[src/rtl/jebf_pkg.sv]
// Shared constants and types for the JSON element boundary framer.
package jebf_pkg;

    localparam int STACK_DEPTH_DEF = 64;

    localparam logic [7:0] CH_OBJ_OPEN  = 8'h7B;
    localparam logic [7:0] CH_ARR_OPEN  = 8'h5B;
    localparam logic [7:0] CH_OBJ_CLOSE = 8'h7D;
    localparam logic [7:0] CH_ARR_CLOSE = 8'h5D;
    localparam logic [7:0] CH_QUOTE     = 8'h22;
    localparam logic [7:0] CH_BACKSLASH = 8'h5C;

    localparam logic [1:0] ST_INCOMPLETE = 2'd0;
    localparam logic [1:0] ST_COMPLETE   = 2'd1;
    localparam logic [1:0] ST_ERROR      = 2'd2;

    localparam logic KIND_OBJ = 1'b0;
    localparam logic KIND_ARR = 1'b1;

    typedef struct packed {
        logic [1:0] status;
        logic [6:0] nesting_level;
        logic       inside_string;
    } t_result;

endpackage

[src/rtl/jebf_stack_mem.sv]
// Bracket kind stack memory: one write port, one registered read port with write bypass.
module jebf_stack_mem
    import jebf_pkg::*;
#(
    parameter int STACK_DEPTH = STACK_DEPTH_DEF,
    localparam int AW = (STACK_DEPTH > 1) ? $clog2(STACK_DEPTH) : 1
) (
    input  logic          i_clk,
    input  logic          i_we,
    input  logic [AW-1:0] i_waddr,
    input  logic          i_wdata,
    input  logic [AW-1:0] i_raddr,
    output logic          o_rdata
);

    logic r_mem [STACK_DEPTH];
    logic r_rdata;

    always_ff @(posedge i_clk) begin
        if (i_we) begin
            r_mem[i_waddr] <= i_wdata;
        end
    end

    always_ff @(posedge i_clk) begin
        if (i_we && (i_waddr == i_raddr)) begin
            r_rdata <= i_wdata;
        end else begin
            r_rdata <= r_mem[i_raddr];
        end
    end

    assign o_rdata = r_rdata;

endmodule

[src/rtl/jebf_scan.sv]
// Byte scanner: escape and string flags, stack level, top-of-stack register, stack access.
module jebf_scan
    import jebf_pkg::*;
#(
    parameter int STACK_DEPTH = STACK_DEPTH_DEF,
    localparam int AW = (STACK_DEPTH > 1) ? $clog2(STACK_DEPTH) : 1,
    localparam int LW = $clog2(STACK_DEPTH + 1)
) (
    input  logic          i_clk,
    input  logic          i_rst_n,
    input  logic          i_accept,
    input  logic [7:0]    i_byte,
    input  logic          i_second,
    output logic          o_we,
    output logic [AW-1:0] o_waddr,
    output logic          o_wdata,
    output logic [AW-1:0] o_raddr,
    output t_result       o_result
);

    logic          r_escape;
    logic          r_string;
    logic [LW-1:0] r_level;
    logic          r_top;

    logic          n_escape;
    logic          n_string;
    logic [LW-1:0] n_level;
    logic          n_top;
    logic [1:0]    n_status;
    logic          push;
    logic [LW-1:0] waddr_full;
    logic [LW-1:0] raddr_full;
    logic [31:0]   level_ext;

    localparam logic [LW-1:0] LEVEL_MAX = LW'(STACK_DEPTH);

    always_comb begin
        n_escape = r_escape;
        n_string = r_string;
        n_level  = r_level;
        n_top    = r_top;
        n_status = ST_INCOMPLETE;
        push     = 1'b0;
        if (r_escape) begin
            n_escape = 1'b0;
        end else if (i_byte == CH_BACKSLASH) begin
            n_escape = 1'b1;
        end else if (i_byte == CH_QUOTE) begin
            n_string = !r_string;
        end else if (!r_string) begin
            if ((i_byte == CH_OBJ_OPEN) || (i_byte == CH_ARR_OPEN)) begin
                if (r_level == LEVEL_MAX) begin
                    n_status = ST_ERROR;
                end else begin
                    push    = (r_level != '0);
                    n_top   = (i_byte == CH_ARR_OPEN) ? KIND_ARR : KIND_OBJ;
                    n_level = r_level + LW'(1);
                end
            end else if ((i_byte == CH_OBJ_CLOSE) || (i_byte == CH_ARR_CLOSE)) begin
                if (r_level == '0) begin
                    n_status = ST_ERROR;
                end else begin
                    n_level = r_level - LW'(1);
                    n_top   = i_second;
                    if (r_top != ((i_byte == CH_ARR_CLOSE) ? KIND_ARR : KIND_OBJ)) begin
                        n_status = ST_ERROR;
                    end else if (n_level == '0) begin
                        n_status = ST_COMPLETE;
                    end
                end
            end
        end
    end

    always_ff @(posedge i_clk) begin
        if (!i_rst_n) begin
            r_escape <= 1'b0;
            r_string <= 1'b0;
            r_level  <= '0;
        end else if (i_accept) begin
            r_escape <= n_escape;
            r_string <= n_string;
            r_level  <= n_level;
        end
    end

    always_ff @(posedge i_clk) begin
        if (i_accept) begin
            r_top <= n_top;
        end
    end

    assign waddr_full = r_level - LW'(1);
    assign raddr_full = (i_accept ? n_level : r_level) - LW'(2);
    assign level_ext  = 32'(n_level);

    assign o_we    = i_accept && push;
    assign o_waddr = waddr_full[AW-1:0];
    assign o_wdata = r_top;
    assign o_raddr = raddr_full[AW-1:0];

    assign o_result.status        = n_status;
    assign o_result.nesting_level = level_ext[6:0];
    assign o_result.inside_string = n_string;

endmodule

[src/rtl/json_element_boundary_framer.sv]
// Top level of the JSON element boundary framer: scanner, stack memory and output register.
//
// Channel  Dir  Handshake                 Payload
// in       in   i_in_valid / o_in_stall   i_data_byte
// out      out  o_out_valid / i_out_stall o_status, o_echo_byte, o_nesting_level,
//                                         o_inside_string
//
// One byte per cycle while the output is not stalled, one result per byte, held in the output register.
// The top stack entry sits in a register; the entry below it is read ahead from the stack
// memory, so a close in every cycle runs at full rate.
// Synchronous active-low reset clears the flags, the stack level and the output valid.
// The input stalls only while a held result is stalled at the output.
module json_element_boundary_framer
    import jebf_pkg::*;
#(
    parameter int STACK_DEPTH = STACK_DEPTH_DEF,
    localparam int AW = (STACK_DEPTH > 1) ? $clog2(STACK_DEPTH) : 1
) (
    input  logic       i_clk,
    input  logic       i_rst_n,
    input  logic       i_in_valid,
    output logic       o_in_stall,
    input  logic [7:0] i_data_byte,
    output logic       o_out_valid,
    input  logic       i_out_stall,
    output logic [1:0] o_status,
    output logic [7:0] o_echo_byte,
    output logic [6:0] o_nesting_level,
    output logic       o_inside_string
);

    logic          accept;
    logic          we;
    logic [AW-1:0] waddr;
    logic          wdata;
    logic [AW-1:0] raddr;
    logic          second;
    t_result       result;

    logic          r_out_valid;
    t_result       r_result;
    logic [7:0]    r_echo;

    assign o_in_stall = r_out_valid && i_out_stall;
    assign accept     = i_in_valid && !o_in_stall;

    jebf_scan #(
        .STACK_DEPTH (STACK_DEPTH)
    ) u_scan (
        .i_clk    (i_clk),
        .i_rst_n  (i_rst_n),
        .i_accept (accept),
        .i_byte   (i_data_byte),
        .i_second (second),
        .o_we     (we),
        .o_waddr  (waddr),
        .o_wdata  (wdata),
        .o_raddr  (raddr),
        .o_result (result)
    );

    jebf_stack_mem #(
        .STACK_DEPTH (STACK_DEPTH)
    ) u_stack_mem (
        .i_clk   (i_clk),
        .i_we    (we),
        .i_waddr (waddr),
        .i_wdata (wdata),
        .i_raddr (raddr),
        .o_rdata (second)
    );

    always_ff @(posedge i_clk) begin
        if (!i_rst_n) begin
            r_out_valid <= 1'b0;
        end else begin
            r_out_valid <= accept || (r_out_valid && i_out_stall);
        end
    end

    always_ff @(posedge i_clk) begin
        if (accept) begin
            r_result <= result;
            r_echo   <= i_data_byte;
        end
    end

    assign o_out_valid     = r_out_valid;
    assign o_status        = r_result.status;
    assign o_echo_byte     = r_echo;
    assign o_nesting_level = r_result.nesting_level;
    assign o_inside_string = r_result.inside_string;

endmodule
[config.mk]
export PLATFORM = sky130hd
export DESIGN_NAME = json_element_boundary_framer
export DESIGN_NICKNAME = d
export VERILOG_FILES = /design/src/rtl/jebf_pkg.sv /design/src/rtl/jebf_stack_mem.sv /design/src/rtl/jebf_scan.sv /design/src/rtl/json_element_boundary_framer.sv
export SDC_FILE = /design/constraint.sdc
export NUM_CORES = 1
export LEC_CHECK = 0
export BUFFER_PORTS_ARGS = -buffer_cell sky130_fd_sc_hd__buf_2
export CAP_MARGIN = 40
export CORE_MARGIN = 1.5
export CORE_UTILIZATION = 50
export CTS_CLUSTER_SIZE = 20
export DETAILED_ROUTE_END_ITERATION = 8
export PLACE_DENSITY = 0.72
export SLEW_MARGIN = 20
export SYNTH_ARGS = -nofsm -noshare
export SYNTH_HDL_FRONTEND = slang
export SYNTH_HIERARCHICAL = 1
export SYNTH_SLANG_ARGS = --single-unit
[constraint.sdc]
create_clock -name i_clk -period 9.8 [get_ports i_clk]
set_input_delay 1.47 -clock i_clk [delete_from_list [all_inputs] [get_ports i_clk]]
set_output_delay 1.47 -clock i_clk [all_outputs]
set_load 0.02 [all_outputs]
Word level (Yosys, flattened, before mapping)
Memories as Yosys holds them, arrays and structs flattened. A register that Yosys moved wholly into a read port is not among the register bits.
Cells that the tools add are included.
Storage, ports and cells
  register bits after elaboration: 29
  RAM bits: 64
  input bits: 12
  output and inout port bits: 20
  logic and storage cells: 75
  memories kept: 1
Memory list
  u_stack_mem.r_mem: depth 64, width 1, read ports 1, clocked after memory_dff 1, wr ports 1, RTL line jebf_stack_mem.sv:16  | logic r_mem [STACK_DEPTH];
Operators by class
  $add $sub $neg: 3
  eq/ne operators: 10
  mux-type cells: 34
  bitwise logic cells: 4
  reductions and logical operators: 14
Operators with widths (count)
  7-bit two-way mux: 9
  8-bit by 7-bit == test with 1-bit output, second input constant: 5
  1-bit two-way mux: 20
  7-bit zero test: 2
  2-bit two-way mux: 5
  8-bit by 6-bit == test with 1-bit output, second input constant: 1
  8-bit AND reduction: 1
  7-bit by 1-bit adder with 7-bit output, second input constant: 1
  7-bit == test, second input constant: 1
  7-bit nonzero test: 1
  7-bit by 1-bit subtractor with 7-bit output, second input constant: 1
  6-bit by 2-bit subtractor with 6-bit output, second input constant: 1
  1-bit inverter: 4
  4-bit OR reduction: 1
  1-bit logical AND: 3
  1-bit logical OR: 3
  1-bit zero test: 2
  2-bit by 1-bit inequality test with 1-bit output, second input constant: 1
  2-bit inequality test, second input constant: 1
  2-bit nonzero test: 1
  1-bit inequality test: 1

Longest topological paths before layout
  depth in word-level cells: 10
  mapped depth: 12
  depth with buffers taken out: 12

Cells and area by module
The synthesis kept the hierarchy.
Modules (own cells, without submodules)
  jebf_stack_mem: instances 1, cells an instance 209, area an instance 3014.1 um2, sequential area each 2042.0 um2
  jebf_scan: instances 1, cells an instance 171, area an instance 1265.0 um2, sequential area each 210.2 um2
  json_element_boundary_framer: instances 1, cells an instance 22, area an instance 583.1 um2, sequential area each 560.5 um2

Least setup slack after synthesis
OpenSTA, ideal clock, no wires.
  path kind: input to register
  start point: input port i_out_stall
  end point: register (tool-made name)
  setup time: 0.125 ns
  arrival: 4.262 ns
  path slack: 5.414 ns
  cell stages on the path: 12
  path buffers: 0
  cells stage by stage: and2_4 > nor2b_1 > nand2b_1 > a31oi_2 > nand3_1 > a2111oi_0 > a311oi_1 > inv_1 > ha_1 > inv_1 > nor3_2 > xnor2_1
RTL lines
  from (decl): RTL line json_element_boundary_framer.sv:25  | input logic i_out_stall,

Worst setup path after layout
  start point: input port i_data_byte[2]
  end point: memory u_stack_mem.r_mem[3], enable pin
Between the ends
  word-level cells in the longest chain between the ends: 10
Ends and longest elaborated chain
  from (decl): RTL line json_element_boundary_framer.sv:23  | input logic [7:0] i_data_byte,
  8-bit by 7-bit == test with 1-bit output: RTL line jebf_scan.sv:52  | if ((i_byte == CH_OBJ_OPEN) || (i_byte == CH_ARR_OPEN)) begin
  1-bit logical OR: RTL line jebf_scan.sv:52
  1-bit two-way mux: RTL line jebf_scan.sv:52
  1-bit two-way mux: RTL line jebf_scan.sv:51  | end else if (!r_string) begin
  1-bit two-way mux: RTL line jebf_scan.sv:49  | end else if (i_byte == CH_QUOTE) begin
  1-bit two-way mux *: RTL line jebf_scan.sv:47  | end else if (i_byte == CH_BACKSLASH) begin
  1-bit two-way mux *: RTL line jebf_scan.sv:45  | if (r_escape) begin
  1-bit logical AND *: RTL line jebf_scan.sv:98  | assign o_we = i_accept && push;
  via we: RTL line json_element_boundary_framer.sv:33  | logic we;
  1-bit two-way mux *: RTL line jebf_stack_mem.sv:20  | if (i_we) begin
  1-bit two-way mux (implied by the code) *: RTL line jebf_stack_mem.sv:21  | r_mem[i_waddr] <= i_wdata;
  to (decl): RTL line jebf_stack_mem.sv:16
The timed path passes the listed nets; every way through them passes the cells marked *.

==> impl_results.md <==
- Final setup TNS: 0 ns
- IO Pins: 32
- Die span in y: about 100 um
- Pwr dens: 137 nW/um2
- Crit share post-route: about two fifths
- Synth async-reset ratio: 0%
- Core ar.: 9330 um2
- Die Span X: 102 um
- Post-layout util: 56.9%
- Arr. time, crit path: 4.08 ns
- Hold buffers post-CTS: 0
- Maximum vdd ir drop: roughly 0.000086 V
- Ranking of synthesized cells by area: edfxtp_1 (51%), dfxtp_1 (6.6%), nor2_1 (5.8%)
- Antenna violations before repair: 0
- Leakage: ~1.8 nW
- Synth cell count leaders: edfxtp_1 (83), nor2_1 (75), nand2_1 (25)
- HPWL after DPL: 6.73 mm
- FMAX: 250 MHz
- Slowest CP cell: nor3_1
- Sequential share of the synthesized area: about 58%
- Syn Area/Cell: 12.1 um2
- Post-CTS setup buffer count: 0
- Endpoints failing setup: 0
- Post-synth EDFFs: 83
- Crit path cell chain: buf_2 -> and2b_4 -> a31oi_1 -> nand2_1 -> nor3_1 -> nor2b_1 -> nand3_1 -> nor2_1
- Syn Nets: 420
- Vias in the first global route: 3138
- Final hold vios: 0
- Global-route usage over all layers: 21.0%
- Iteration count of the initial detailed-routing pass: 5
- FF+latch count, synth: 99
- Area growth syn-to-layout: 9.11%
- Worst reg2reg setup slack: 6.82 ns
- Post-synth top area cell: edfxtp_1
- Diode count: 0
- Crit path launch type: primary input
- Initial Utilization: 52.1%
- CTS H-Tree Depth: 3
- Worst-path clk slew: 0.10 ns
- IO Port Bufs: 31
- Crit Reg-Reg Endpoint: u_stack_mem/r_mem[3]$_DFFE_PP_
- Ys Warns: 6
- Reg-to-Reg Start: u_scan/r_level[0]$_SDFF_PN0_
- Drt wl/cell: 17.8 um
- WL final: 10.0 mm
- GRT overflow: 0
- Crit. End Element: flop
- Hold WC Path Type: reg -> reg
- CTS Sinks: 99
- Post-synth top area share: 51.3%
- Number of CTS-inserted buffers: 9
- Layout cells sized above 1: between 10% and 20%
- Max clock buf depth: 2
- Post-route DRC violation count: 0
- Top-count cell post-synth: edfxtp_1
- Mapped Area: 4860 um2
- Crit-path max FO: 10
- Detail Route Antenna Nets: 0
- Post-cts resize count: 0
- Register-to-Register Path Depth: 8
- Outcome: finished clean
- Delay of the slowest cell on the worst path: 0.65 ns
- Die area: 10300 um2
- Slew Viols, Final: 0
- Cells after Synth: 402
- Slew Limit Headroom: 47.9%
- Min-Delay Startpoint: u_scan/r_escape$_SDFFE_PN0P_
- CTS tree: done
- Distinct cells, synth: 63
- Max cap viols: 0
- Crit path from: i_data_byte[2]
- Final net count: 447
- RSZ-0062 raised after global routing: no
- Worst-Skew Late Latency: 0.37 ns
- Largest net degree at the start of global routing: 66
- Tightest Pin Transition: a little under 0.8 ns
- Minimum clock period: 4.00 ns
- Clock tree root buffer cell: clkbuf_8
- CP required: 9.88 ns
- Row cnt: 35
- First-pass GRT wire length: 16.3 mm
- Via count: 3322
- Critical path class: in -> reg
- Vias per cell: 5.90
- Starting DRT DRC Count: around 340
- Fill count: roughly 760
- Final Skew: 0.0145 ns
- Main synth FF type: edfxtp_1
- Crit path to: u_stack_mem/r_mem[3]$_DFFE_PP_
- Final GP Congestion: 0.892
==> worst min-delay path by stage <==
| stage | to | slack [ns] | cells after the start |
|---|---|---|---|
| floorplan | u_scan/r_escape$_SDFFE_PN0P_ | 0.46 | 2 |
| global placement | u_scan/r_escape$_SDFFE_PN0P_ | 0.48 | 2 |
| detailed placement | u_scan/r_escape$_SDFFE_PN0P_ | 0.50 | 2 |
| CTS | u_scan/r_escape$_SDFFE_PN0P_ | 0.51 | 2 |
| global route | u_scan/r_escape$_SDFFE_PN0P_ | 0.53 | 2 |
| finish | u_scan/r_escape$_SDFFE_PN0P_ | 0.51 | 2 |
==> state kept, by name, indices dropped and copies added (netlist names), named ones only <==
name,cells
o_status,2
o_nesting_level,7
u_scan/r_string,1
u_stack_mem/r_mem,64
u_scan/o_wdata,1
o_echo_byte,8
o_inside_string,1
u_scan/r_escape,1
u_scan/r_level,7
o_out_valid,1
==> cell usage in the layout (no fill, tap or decap), types with 3 or more instances in the layout <==
cell type  netlist  routed
a22oi_1          3       3
buf_2            3      31
nand3b_1         4       4
nand2_1         25      25
a31oi_2          3       3
and3_1           4       4
nor3_1          11      11
xnor2_1          9       9
o21ai_1          6       6
xor2_1           5       5
clkbuf_8         0       9
dfxtp_1         16      16
nor2b_1          8       7
o21ai_0          8       8
ha_1             6       6
nor2_1          75      75
nand3_1         19      19
mux4_2          10      10
edfxtp_1        83      83
and2_1           6       6
nand4_1          4       4
a31oi_1          5       5
a21oi_1          7       7
mux4_1           7       7
nand2b_1         6       6
inv_1           14      14
==> critical path: cells and delay by family <==
| family | cells | cell delay [ns] |
|---|---|---|
| buf+inv | 1 | 0.15 |
| simple gates | 6 | 2.12 |
| compound gates | 1 | 0.32 |
==> stage by stage <==
stage / setup slack, ns / instance area (um2) / hold slack, ns / total power (W) / cells
floorplan: 5.41 / 4860 / 0.457 / 0.000482 / 402
global placement: 5.43 / 5090 / 0.477 / 0.000492 / 544
detailed placement: 5.49 / 5120 / 0.496 / 0.000493 / 547
CTS: 5.90 / 5310 / 0.512 / 0.000736 / 563
global route: 5.67 / 5310 / 0.527 / 0.000753 / 563
finish: 5.80 / 5310 / 0.506 / 0.000728 / 563
==> cell type report <==
class	instances	area (um2)	share of cell area, %
inverter	15	56.3	1.06
sequential	99	2810	53.0
tap	129	161	3.04
clock buffer	10	128	2.41
multi-input combinational	269	1890	35.7
timing repair buffer	35	196	3.70
clock inverter	6	56.3	1.06
==> logic make-up (layout without fill, tap and decap cells) <==
logic type      after synthesis  count (layout)  share of synthesized area (%)
fa+ha+maj                     6               6                           1.54
buf+inv                      34              66                           3.24
flops                        99              99                           57.8
mux                          18              18                           8.62
xor+xnor                     14              14                           2.52
compound gates               51              51                           7.72
simple gates                180             180                           18.5
==> metal layers <==
layer  track usage, %  up-vias  wire length, um
met5                0        -                0
met4             7.48        0              162
met3             4.21       17              705
met2             31.5      145             4570
met1             30.7     1624             4570
li1                 -     1536                -
==> where the power goes <==
group / total (W) / switching, W / internal (W)
Combinational: 0.0000274 / 0.0000183 / 0.00000914
Sequential: 0.000456 / 0.000000904 / 0.000455
Clock: 0.000245 / 0.000147 / 0.0000978
Note: power is estimated with default switching activity, not from simulation.
